## config.mk

```make
export PLATFORM = sky130hd
export DESIGN_NAME = tpms_ctrl
export DESIGN_NICKNAME = d
export VERILOG_FILES = /design/src/hdl/tpms_pkg.sv /design/src/hdl/tpms_ctrl.sv
export VERILOG_INCLUDE_DIRS = /design/src /design/src/hdl
export SDC_FILE = /design/constraint.sdc
export NUM_CORES = 1
export LEC_CHECK = 0
export CORE_UTILIZATION = 45
export CTS_CLUSTER_SIZE = 12
export DETAILED_ROUTE_END_ITERATION = 7
export DONT_BUFFER_PORTS = 1
export GPL_TIMING_DRIVEN = 0
export MAX_ROUTING_LAYER = met4
export SETUP_SLACK_MARGIN = 0.02
export SYNTH_ARGS = -nofsm -noshare
export SYNTH_HDL_FRONTEND = slang
export SYNTH_SLANG_ARGS = --single-unit
export TNS_END_PERCENT = 50
```

## constraint.sdc

```tcl
create_clock -name clock -period 6.95 [get_ports clock]
set_input_delay 1.39 -clock clock [delete_from_list [all_inputs] [get_ports clock]]
set_output_delay 1.39 -clock clock [all_outputs]
set_load 0.02 [all_outputs]
```

## src/hdl/thermal_plant_model_step_macros.svh

```systemverilog
// ----------------------------------------------------------------------------
// Thermal plant model step: assertion macros
// Shared concurrent assertion forms for the block's modules.
// ----------------------------------------------------------------------------
`ifndef THERMAL_PLANT_MODEL_STEP_MACROS_SVH
`define THERMAL_PLANT_MODEL_STEP_MACROS_SVH

`ifndef ASSERT_OFF
`define TPMS_ASSERT_IMP(lbl, clk, rst, ante, cons) \
   lbl: assert property (@(posedge clk) disable iff (rst) (ante) |-> (cons)) \
      else $error("implication check failed");
`define TPMS_ASSERT_NEXT(lbl, clk, rst, ante, cons) \
   lbl: assert property (@(posedge clk) disable iff (rst) (ante) |=> (cons)) \
      else $error("next-cycle check failed");
`else
`define TPMS_ASSERT_IMP(lbl, clk, rst, ante, cons)
`define TPMS_ASSERT_NEXT(lbl, clk, rst, ante, cons)
`endif

`endif

```

## src/hdl/tpms_pkg.sv

```systemverilog
// ----------------------------------------------------------------------------
// Thermal plant model step: package
// Types, fixed-point constants, command codes and the CORDIC angle table.
// ----------------------------------------------------------------------------
package tpms_pkg;

   localparam int SAMPLE_W  = 32;
   localparam int COEF_W    = 16;
   localparam int ACC_W     = 64;
   localparam int ANG_W     = 48;
   localparam int CORDIC_W  = 34;
   localparam int SINE_W    = 18;
   localparam int MUL_W     = 33;
   localparam int SQ_W      = 47;
   localparam int CSR_IDX_W = 3;

   typedef logic signed [ANG_W-1:0]    ang_type;
   typedef logic signed [CORDIC_W-1:0] cordic_type;

   localparam ang_type    ANG_PI      = 48'sd3373259426;
   localparam ang_type    ANG_TWO_PI  = 48'sd6746518852;
   localparam ang_type    ANG_HALF_PI = 48'sd1686629713;
   localparam cordic_type GAIN_INV    = 34'sd652032874;
   localparam logic [3:0] REDUCE_TOP  = 4'd13;

   localparam logic signed [ACC_W-1:0] ROUND_HALF = 64'sd8192;
   localparam logic signed [ACC_W-1:0] SAT_MAX    = 64'sd2147483647;
   localparam logic signed [ACC_W-1:0] SAT_MIN    = -64'sd2147483648;

   typedef enum logic [CSR_IDX_W-1:0] {
      REG_LIN_A = 3'd0,
      REG_LIN_B = 3'd1,
      REG_NL_A  = 3'd2,
      REG_NL_B  = 3'd3,
      REG_NL_C  = 3'd4,
      REG_NL_D  = 3'd5
   } csr_idx_type;

   typedef enum logic [3:0] {
      OP_NOP, OP_LA, OP_LB, OP_NA, OP_NC, OP_SQ, OP_BL, OP_BH, OP_ND
   } mac_op_type;

   localparam logic [3:0] STEP_NC = 4'd3;
   localparam logic [3:0] STEP_ND = 4'd8;

   typedef enum logic [1:0] {CT_IDLE, CT_RUN, CT_DRAIN, CT_FINISH} ctrl_state_type;

   typedef enum logic [2:0] {SN_IDLE, SN_REDUCE, SN_FOLD, SN_ROT, SN_DONE} sine_state_type;

   typedef struct packed {
      logic       load;
      logic       sine_start;
      mac_op_type op;
      logic       finish;
   } cmd_type;

   typedef struct packed {
      logic first_done;
      logic sine_done;
   } status_type;

   function automatic cordic_type atan_at(input logic [4:0] idx);
      cordic_type v;
      case (idx)
         5'd0:  v = 34'sd843314857;
         5'd1:  v = 34'sd497837829;
         5'd2:  v = 34'sd263043837;
         5'd3:  v = 34'sd133525159;
         5'd4:  v = 34'sd67021687;
         5'd5:  v = 34'sd33543516;
         5'd6:  v = 34'sd16775851;
         5'd7:  v = 34'sd8388437;
         5'd8:  v = 34'sd4194283;
         5'd9:  v = 34'sd2097149;
         5'd10: v = 34'sd1048576;
         5'd11: v = 34'sd524288;
         5'd12: v = 34'sd262144;
         5'd13: v = 34'sd131072;
         5'd14: v = 34'sd65536;
         5'd15: v = 34'sd32768;
         5'd16: v = 34'sd16384;
         5'd17: v = 34'sd8192;
         5'd18: v = 34'sd4096;
         5'd19: v = 34'sd2048;
         5'd20: v = 34'sd1024;
         5'd21: v = 34'sd512;
         5'd22: v = 34'sd256;
         5'd23: v = 34'sd128;
         5'd24: v = 34'sd64;
         5'd25: v = 34'sd32;
         5'd26: v = 34'sd16;
         5'd27: v = 34'sd8;
         5'd28: v = 34'sd4;
         5'd29: v = 34'sd2;
         default: v = '0;
      endcase
      return v;
   endfunction

endpackage

```

## src/hdl/tpms_ctrl.sv

```systemverilog
// ----------------------------------------------------------------------------
// Thermal plant model step: controller
// Sequences the multiply-accumulate steps, waits for the sine and owns the
// handshakes.
// ----------------------------------------------------------------------------
`include "thermal_plant_model_step_macros.svh"

module tpms_ctrl (
   input  logic                 clock,
   input  logic                 reset,
   input  logic                 req_valid,
   output logic                 req_ready,
   output logic                 rsp_valid,
   input  logic                 rsp_ready,
   input  tpms_pkg::status_type status,
   output tpms_pkg::cmd_type    cmd
);

   tpms_pkg::ctrl_state_type state_ff, state_in;
   logic [3:0]               step_ff, step_in;
   logic                     rsp_valid_ff, rsp_valid_in;
   tpms_pkg::mac_op_type     step_op;
   logic                     out_free;

   always_comb begin
      case (step_ff)
         4'd0:    step_op = tpms_pkg::OP_LA;
         4'd1:    step_op = tpms_pkg::OP_LB;
         4'd2:    step_op = tpms_pkg::OP_NA;
         4'd3:    step_op = tpms_pkg::OP_NC;
         4'd4:    step_op = tpms_pkg::OP_SQ;
         4'd6:    step_op = tpms_pkg::OP_BL;
         4'd7:    step_op = tpms_pkg::OP_BH;
         4'd8:    step_op = tpms_pkg::OP_ND;
         default: step_op = tpms_pkg::OP_NOP;
      endcase
   end

   assign out_free = !rsp_valid_ff || rsp_ready;

   // next state
   always_comb begin
      state_in = state_ff;
      step_in  = step_ff;
      case (state_ff)
         tpms_pkg::CT_IDLE: begin
            if (req_valid) begin
               state_in = tpms_pkg::CT_RUN;
               step_in  = '0;
            end
         end
         tpms_pkg::CT_RUN: begin
            if (step_ff == tpms_pkg::STEP_NC && !status.first_done) begin
               state_in = tpms_pkg::CT_DRAIN;
            end else if (step_ff == tpms_pkg::STEP_ND) begin
               if (status.sine_done) begin
                  state_in = tpms_pkg::CT_DRAIN;
               end
            end else begin
               step_in = step_ff + 4'd1;
            end
         end
         tpms_pkg::CT_DRAIN: state_in = tpms_pkg::CT_FINISH;
         tpms_pkg::CT_FINISH: begin
            if (out_free) begin
               state_in = tpms_pkg::CT_IDLE;
            end
         end
         default: state_in = tpms_pkg::CT_IDLE;
      endcase
   end

   // outputs
   always_comb begin
      cmd.load       = 1'b0;
      cmd.sine_start = 1'b0;
      cmd.op         = tpms_pkg::OP_NOP;
      cmd.finish     = 1'b0;
      req_ready      = 1'b0;
      case (state_ff)
         tpms_pkg::CT_IDLE: begin
            req_ready = 1'b1;
            cmd.load  = req_valid;
         end
         tpms_pkg::CT_RUN: begin
            cmd.sine_start = (step_ff == 4'd0);
            // hold the sine term until the unit is done
            if (!(step_ff == tpms_pkg::STEP_ND && !status.sine_done)) begin
               cmd.op = step_op;
            end
         end
         tpms_pkg::CT_FINISH: cmd.finish = out_free;
         default: begin end
      endcase
   end

   assign rsp_valid_in = cmd.finish ? 1'b1 : (rsp_ready ? 1'b0 : rsp_valid_ff);

   always_ff @(posedge clock) begin
      if (reset) begin
         state_ff     <= tpms_pkg::CT_IDLE;
         step_ff      <= '0;
         rsp_valid_ff <= 1'b0;
      end else begin
         state_ff     <= state_in;
         step_ff      <= step_in;
         rsp_valid_ff <= rsp_valid_in;
      end
   end

   assign rsp_valid = rsp_valid_ff;

   `TPMS_ASSERT_IMP(a_finish_free, clock, reset, cmd.finish, !rsp_valid_ff || rsp_ready)
   `TPMS_ASSERT_IMP(a_sine_ready, clock, reset, cmd.op == tpms_pkg::OP_ND, status.sine_done)
   `TPMS_ASSERT_NEXT(a_load_runs, clock, reset, cmd.load, state_ff == tpms_pkg::CT_RUN && step_ff == 4'd0)

endmodule

```

==> results of run 1 <==
metrics by stage:
stage               power, uW  setup WS [ps]  hold WS (ps)
global placement          191           3440           529
detailed placement        195           3410           551
finish                    239           3490           569
CTS                       240           3410           564
global route              256           3350           628
floorplan                 176           3670           511
worst max-delay path, stage by stage:
cell and delay (ps):
inv_1 20, a21boi_0 350, and2_1 310
power by group:
| part | total, uW | leakage [uW] | switching [uW] | internal, uW |
|---|---|---|---|---|
| clock | 45.2 | 0.0000177 | 23.9 | 21.4 |
| combinational | 111 | 0.000216 | 68.1 | 42.7 |
| sequential | 82.9 | 0.0000893 | 9.53 | 73.4 |
| total | 239 | 0.000323 | 101 | 137 |
flip-flops by register name (all words and copies together), names as in the netlist:
name,cells
rsp_valid,1
state_ff,2
step_ff,4
step_op,4
cells in the mapped netlist:
| cell type | count |
|---|---|
| nor2_1 | 13 |
| dfxtp_1 | 11 |
| inv_1 | 8 |
| ha_1 | 7 |
| and2_1 | 5 |
| nor3_1 | 5 |
| nor2b_1 | 3 |
| mux2i_1 | 2 |
| nand2_1 | 2 |
| nor3b_1 | 2 |
| nor4b_1 | 2 |
| o21ai_0 | 2 |
| a211o_2 | 1 |
| a211oi_1 | 1 |
| a21boi_0 | 1 |
| a21oi_1 | 1 |
| a222oi_1 | 1 |
| a22o_1 | 1 |
| a22oi_1 | 1 |
| a2bb2oi_1 | 1 |
| a32oi_1 | 1 |
| and2b_1 | 1 |
| and3b_1 | 1 |
| and4b_1 | 1 |
| buf_4 | 1 |
| clkbuf_1 | 1 |
| clkinv_4 | 1 |
| mux2i_2 | 1 |
| nand3_1 | 1 |
| nor3_2 | 1 |
| nor3b_2 | 1 |
| nor4b_4 | 1 |
| o21a_1 | 1 |
| o41a_1 | 1 |
| or4_4 | 1 |
worst max path at each step:
| stage | start | end |
|---|---|---|
| 6_report | status[0] | cmd[1] |
| 5_1_grt | status[0] | cmd[1] |
| 4_1_cts | status[0] | cmd[1] |
| 3_5_place_dp | status[0] | cmd[1] |
| 3_3_place_gp | status[0] | cmd[3] |
| 2_1_floorplan | status[0] | cmd[1] |
per-layer routing:
metal | wire length [um] | global-route usage | part of all wire | vias up
li1 | - | - | - | 308
met1 | 741 | 0.236 | 0.52 | 270
met2 | 619 | 0.255 | 0.43 | 10
met3 | 52 | 0.0426 | 0.036 | 2
met4 | 14 | 0.106 | 0.0098 | 0
met5 | 0 | - | 0 | -
final cells by class:
class	count	area, um^2
Inverter	9	38.8
Clock inverter	1	5.00
Tap cell	16	20.0
Fill cell	156	729
Clock buffer	3	22.5
Buffer	2	11.3
Sequential cell	11	220
Multi-Input combinational cell	63	477
cell families after synthesis:
family | count (synthesis)
compound gates | 13
fa+ha+maj | 7
buf+inv | 11
flops | 11
mux | 3
simple gates | 40
==> results.json, run 1 <==
{
  "status": "finished, final reports clean",
  "synth-xor-area-share": 0,
  "initial_core_util": 0.490,
  "synth_top_family_by_area": "simple AND/OR/NAND/NOR gates",
  "cts_hold_buffers": 0,
  "io_buffer_count": 0,
  "power.density_nw_per_um2": 301,
  "clockBufferDepth": 2,
  "min_period_ps": 3460,
  "rsz0062_at_grt": "false",
  "cts.sinks": 11,
  "grt_max_degree": 11,
  "post_synth.cell_area_avg_um2": 8.79,
  "drtPass1Iterations": 4,
  "worstMarginPinSlew_ps": 746,
  "clkLatencyLatePin_ps": 280,
  "die-area_um2": 1830,
  "r2r_start": "state_ff[0]",
  "antenna_cells": 0,
  "min_from": "state_ff[1]",
  "gr-total-overflow": 0,
  "final_cell_mix": "13 x nor2_1, 11 x dfxtp_1, 8 x inv_1",
  "syn-cell-area_um2": 747,
  "vias": 590,
  "syn_to_final_growth_pct": 6.37,
  "fin_nets": 103,
  "dr.first_iter.drc_count": 10,
  "tns_ps": 0,
  "num_rows": 14,
  "ys_seq_elements": 11,
  "finalHoldViolations": 0,
  "layout_commonest_cell": "nor2_1",
  "dp_hpwl_um": 1100,
  "cts_tree": "done",
  "synth_simple_gate_area_frac": 0.338,
  "r2r_setup_slack_ps": 4330,
  "place_congestion": 0.805,
  "grt_pass1_vias": 528,
  "synth_top_area_cell": "dfxtp_1",
  "placed_area_um2": 767,
  "cts_resized": 0,
  "synthAdderAreaFrac": 0.117,
  "syn_inst": 85,
  "synth_area_leaders": "dfxtp_1 29%, ha_1 12%, nor2_1 6.5%, and2_1 4.2%, inv_1 4.0%",
  "htreeDepth": 1,
  "root_buffer": "clkbuf_4",
  "cts_setup_buffers": 0,
  "core_area_um2": 1520,
  "stdcell_area_um2": 795,
  "crit_path_end_kind": "output port",
  "period_share": 0.498,
  "die-width_um": 42.7,
  "fin_worst_skew_ps": 5.55,
  "ant_nets": 0,
  "numCtsBuffers": 3,
  "ys_types": 35,
  "maxSlewViolCount": 0,
  "avgRoutedWirePerCell_um": 13.6,
  "vias_per_cell": 5.62,
  "fmax_mhz": 289,
  "final_util": 0.521,
  "track_usage": 0.182,
  "arrival_ps": 2070,
  "synthMuxAreaShare": 0.0452,
  "synth_fp_nets": 98,
  "total_leakage_power_uw": 0.000323,
  "grt_pass1_wl_um": 2420,
  "io-pin-count": 15,
  "clkTransAtPathRegs_ps": 70,
  "routed_wirelength_um": 1430,
  "startpoint_type": "input pin",
  "crit_type": "in -> out",
  "hold_path_end": "state_ff[1]",
  "ys_seq_area_frac": 0.295,
  "timing.rr.end": "step_op[1]",
  "die_h_um": 42.7,
  "synth_compound_area_frac": 0.137,
  "drive_above_1_share": 0.135,
  "r2r_cells": 7,
  "dp.cells": 101,
  "yosysWarningCount": 0,
  "required_ps": 5560,
  "cp_max_fo": 4,
  "final_cells": 105,
  "ir_worst_vdd_uv": 186,
  "antenna_found_initial": 0,
  "synth_top_cell_area_share": 0.295,
  "drc": 0,
  "slew_headroom": 0.496,
  "maxCapViolCount": 0,
  "min_path_type": "reg -> reg",
  "min_path_cells": 2,
  "finalSetupViolCount": 0
}
(Power assumes the default switching activity.)
==> inputs of run 2 (changes only) <==
- ABC_AREA: unset -> 1
- clock period: 6.95 -> 3.31 ns (I/O delays scaled with it)
==> run 2 against run 1 <==
Against the previous run:
- combinational power grew to 5.1 times the previous value
- critical path type is now reg -> out
- largest power group unchanged
- highest routed layer unchanged
- via count increased by 13%
- global-route usage increased by 0.98 points
==> results.json, run 2 <==
{
  "status": "finished, final reports clean",
  "crit_family": "simple AND/OR/NAND/NOR gates",
  "total_leakage_power_uw": 0.000428,
  "crit_slowest_cell": "dfxtp_1",
  "worstMarginPinSlew_ps": 498,
  "required_ps": 2650,
  "rsz0062_at_grt": "false",
  "htreeDepth": 1,
  "fin_ws_ps": 892,
  "min_period_ps": 2420,
  "ant_nets": 0,
  "worst-path-buf-inv": 1,
  "yosys_most_used_dff": "dfxtp_1",
  "io_buffer_count": 0,
  "ys_seq_area_frac": 0.287,
  "cts_setup_buffers": 0,
  "vias": 666,
  "io-pin-count": 15,
  "finalHoldViolations": 0,
  "ir_worst_vdd_uv": 519,
  "synthAdderAreaFrac": 0.114,
  "num_rows": 14,
  "stdcell_area_um2": 815,
  "slew_headroom": 0.665,
  "synth_top_cell_area_share": 0.287,
  "synth_simple_gate_area_frac": 0.376,
  "crit_type": "reg -> out",
  "drtPass1Iterations": 4,
  "clkTransAtPathRegs_ps": 80,
  "cts_hold_buffers": 0,
  "core_area_um2": 1560,
  "tns_ps": 0,
  "post-place-ws_ps": 1170,
  "grt_pass1_wl_um": 2500,
  "grt_max_degree": 8,
  "track_usage": 0.192,
  "routed_wirelength_um": 1430,
  "power.density_nw_per_um2": 1110,
  "drive_above_1_share": 0.179,
  "cts_resized": 0,
  "synthTopCellsByCount": "21 x nand2_1, 20 x inv_1, 13 x nand3_1",
  "root_buffer": "clkbuf_4",
  "place_congestion": 0.781,
  "startpoint_type": "flop",
  "holdWs_ps": 438,
  "gr-total-overflow": 0,
  "layout_commonest_cell": "nand2_1",
  "placed_area_um2": 788,
  "final_cell_mix": "21 x nand2_1, 20 x inv_1, 13 x nand3_1",
  "clkLatencyLatePin_ps": 280,
  "syn-cell-area_um2": 768,
  "ys_types": 19,
  "syn_to_final_growth_pct": 6.03,
  "min_path_type": "in -> reg",
  "antenna_cells": 0,
  "die-width_um": 43.3,
  "initial_core_util": 0.493,
  "fin_worst_skew_ps": 12.1,
  "period_share": 0.731,
  "post_synth.cell_area_avg_um2": 6.80,
  "cp_max_fo": 6,
  "synth_most_common_cell": "nand2_1",
  "cts_tree": "done",
  "synth_top_family_by_area": "simple AND/OR/NAND/NOR gates",
  "antenna_found_initial": 0,
  "synth-xor-area-share": 0,
  "syn_inst": 113,
  "arrival_ps": 1760,
  "ys_seq_elements": 11,
  "synthMuxAreaShare": 0,
  "maxCapViolCount": 0,
  "dp_hpwl_um": 1170,
  "avgRoutedWirePerCell_um": 10.8,
  "finalSetupViolCount": 0,
  "crit_chain": "inv_1 > ha_1 > nand3_1 > o21ai_0 > nor2_1",
  "cts.sinks": 11,
  "cpPeakStageDelay_ps": 460,
  "async_flop_share": 0,
  "fin_nets": 131,
  "numCtsBuffers": 3,
  "clockBufferDepth": 2,
  "maxSlewViolCount": 0,
  "vias_per_cell": 5.01,
  "die-area_um2": 1880,
  "synth_top_area_cell": "dfxtp_1",
  "drc": 0,
  "synth_fp_nets": 126,
  "synth_area_leaders": "dfxtp_1 29%, ha_1 11%, nand2_1 10%, inv_1 9.8%, nand3_1 8.5%",
  "die_h_um": 43.3,
  "synth_compound_area_frac": 0.0912,
  "grt_pass1_vias": 552,
  "synth_edf_count": 0,
  "fmax_mhz": 414,
  "crit_path_end_kind": "output port",
  "yosysWarningCount": 0,
  "dr.first_iter.drc_count": 16
}
-- run 2: cell types whose count changed after synthesis, moves of 4 or more --
| cell | before | now |
|---|---|---|
| a21oi_1 | 1 | 6 |
| and2_1 | 5 | 0 |
| inv_1 | 8 | 20 |
| inv_2 | 0 | 5 |
| nand2_1 | 2 | 21 |
| nand2_2 | 0 | 5 |
| nand3_1 | 1 | 13 |
| nand3_2 | 0 | 4 |
| nor2_1 | 13 | 9 |
-- run 2: per-layer routing --
layer,GRT usage,wire (um),vias to the layer above
li1,-,-,365
met1,0.261,758,283
met2,0.245,559,13
met3,0.0681,77,5
met4,0.0938,36,0
met5,-,0,-
-- run 2: cells by family (layout without fill, tap and decap cells) --
logic type / after synthesis / in the layout
flops: 11 / 11
compound gates: 11 / 11
fa+ha+maj: 7 / 7
buf+inv: 26 / 30
simple gates: 58 / 58
-- run 2: path summary, 6_finish.rpt --
check | startpoint | to | slack [ps] | cells after the start
worst max-delay path | step_ff[0] | cmd[4] | 890 | 5
worst max register to register | state_ff[0] | step_op[0] | 1400 | 12
worst min-delay path | reset | rsp_valid | 440 | 1
worst min register to register | state_ff[1] | state_ff[1] | 580 | 2
-- run 2: cell type report --
| cell class | count | area (um^2) |
|---|---|---|
| fillers | 169 | 744 |
| flip-flops and latches | 11 | 220 |
| clock buffers | 4 | 26.3 |
| plain buffers | 1 | 7.51 |
| well taps | 16 | 20.0 |
| multi-input cells | 76 | 447 |
| inverters | 25 | 93.8 |
-- run 2: report_power, final --
part           total, uW  internal [uW]  switching, uW
logic                565            187            378
registers            242            193           49.6
clock network       95.2           46.7           48.5
-- run 2: per-stage QoR --
step | power (uW) | utilization | instances
6_report | 902 | 0.522 | 133
5_1_grt | 1000 | 0.522 | 133
4_1_cts | 913 | 0.522 | 133
3_5_place_dp | 813 | 0.506 | 129
3_3_place_gp | 802 | 0.506 | 129
2_1_floorplan | 722 | - | 113
==> inputs of run 3 (changes only) <==
- clock period: 3.31 -> 2.32 ns (I/O delays scaled with it)
==> run 3 against run 2 <==
Against the previous run:
- critical path type unchanged
- sequential power up 43%
- final cell count unchanged
- critical path depth unchanged
- worst setup slack got worse by 730 ps
- design area increased by 0.31%
- core utilization rose by 0.16 points
- sequential share of layout area shrank 0.083 points
- hold slack worse by 200 ps
- critical endpoint unchanged
- global-route usage unchanged
- power rose by 44%
- count of clock-buffer cells in the layout unchanged
- first-iteration DRC count shrank 31%
==> results.json, run 3 (synthesis gave the netlist of run 2 again) <==
{
  "routed_wirelength_um": 1460,
  "die-area_um2": 1880,
  "status": "finished, final reports clean",
  "grt_pass1_wl_um": 2500,
  "initial_core_util": 0.493,
  "drtPass1Iterations": 5,
  "htreeDepth": 1,
  "crit_slowest_cell": "dfxtp_1",
  "r2r_start": "state_ff[0]",
  "worst-path-buf-inv": 1,
  "r2r_setup_slack_ps": 400,
  "final_cell_mix": "21 x nand2_1, 20 x inv_1, 13 x nand3_1",
  "io_buffer_count": 0,
  "ir_worst_vdd_uv": 746,
  "hold_path_end": "rsp_valid",
  "timing.rr.end": "step_op[0]",
  "vias_per_cell": 4.97,
  "finalHoldViolations": 0,
  "cts.sinks": 11,
  "slew_headroom": 0.742,
  "clkLatencyLatePin_ps": 280,
  "num_rows": 14,
  "worstMarginPinSlew_ps": 385,
  "crit_path_end_kind": "output port",
  "clockBufferDepth": 2,
  "io-pin-count": 15,
  "cpPeakStageDelay_ps": 460,
  "place_congestion": 0.781,
  "required_ps": 1860,
  "min_period_ps": 2160,
  "ant_nets": 0,
  "crit_family": "flip-flops",
  "crit_chain": "inv_1 > ha_1 > nand3_1 > o21ai_1 > nor2_1",
  "fmax_mhz": 462,
  "tns_ps": 0,
  "die_h_um": 43.3,
  "rsz0062_at_grt": "true",
  "period_share": 0.932,
  "layout_commonest_cell": "nand2_1",
  "maxSlewViolCount": 0,
  "min_path_type": "in -> reg",
  "total_leakage_power_uw": 0.000428,
  "min_from": "reset",
  "antenna_cells": 0,
  "maxCapViolCount": 0,
  "avgRoutedWirePerCell_um": 11.0,
  "track_usage": 0.192,
  "clkTransAtPathRegs_ps": 80,
  "post-place-ws_ps": 379,
  "numCtsBuffers": 3,
  "crit_type": "reg -> out",
  "cts_tree": "done",
  "antenna_found_initial": 0,
  "vias": 661,
  "gr-total-overflow": 0,
  "dr.first_iter.drc_count": 11,
  "root_buffer": "clkbuf_4",
  "cp_max_fo": 6,
  "power.density_nw_per_um2": 1590,
  "drive_above_1_share": 0.188,
  "dp_hpwl_um": 1170,
  "min_path_cells": 1,
  "syn_to_final_growth_pct": 6.35,
  "arrival_ps": 1700,
  "grt_pass1_vias": 552,
  "drc": 0,
  "final_util": 0.524,
  "finalSetupViolCount": 0,
  "fin_ws_ps": 157,
  "grt_max_degree": 8,
  "core_area_um2": 1560,
  "r2r_cells": 12,
  "die-width_um": 43.3,
  "fin_worst_skew_ps": 11.3,
  "startpoint_type": "flop",
  "fin_nets": 131
}
==> run 3: what timing repair did <==
action,in CTS,in global routing
endpoints found under the setup margin,0,4
gates resized for setup,0,2
buffers inserted,0,0
hold buffers,0,0
==> run 3: worst max path at each step <==
stage,to,depth (start not counted),from
after global routing,cmd[4],5,step_ff[0]
after detailed placement,cmd[4],5,step_ff[0]
after CTS,cmd[4],5,step_ff[0]
final,cmd[4],5,step_ff[0]
after floorplan,step_op[0],12,state_ff[0]
after global placement,cmd[4],5,step_ff[0]
==> run 3: layer usage <==
metal	up-vias	wire, um	track usage
met3	5	75	0.0681
li1	363	-	-
met2	13	573	0.245
met5	-	0	-
met4	0	31	0.0938
met1	280	778	0.261
==> run 3: where the power goes <==
group / total [uW] / leakage (uW) / switching, uW / internal [uW]
logic: 815 / 0.000322 / 547 / 268
clock network: 137 / 0.0000150 / 70.7 / 66.7
registers: 346 / 0.0000909 / 70.7 / 275
total: 1300 / 0.000428 / 689 / 609
==> run 3: per-stage QoR <==
step	instance area [um^2]	total power, uW	hold WS [ps]	std cells
after global placement	788	1140	535	129
after CTS	815	1300	232	133
after global routing	817	1440	232	133
after floorplan	768	1030	513	113
after detailed placement	788	1160	537	129
final	817	1300	239	133
==> run 3: area by class of cell <==
type                    instances  area [um^2]
inverters                      25         93.8
clock buffers                   4         26.3
plain buffers                   1         7.51
well taps                      16         20.0
flip-flops and latches         11          220
multi-input cells              76          449
fillers                       167          742
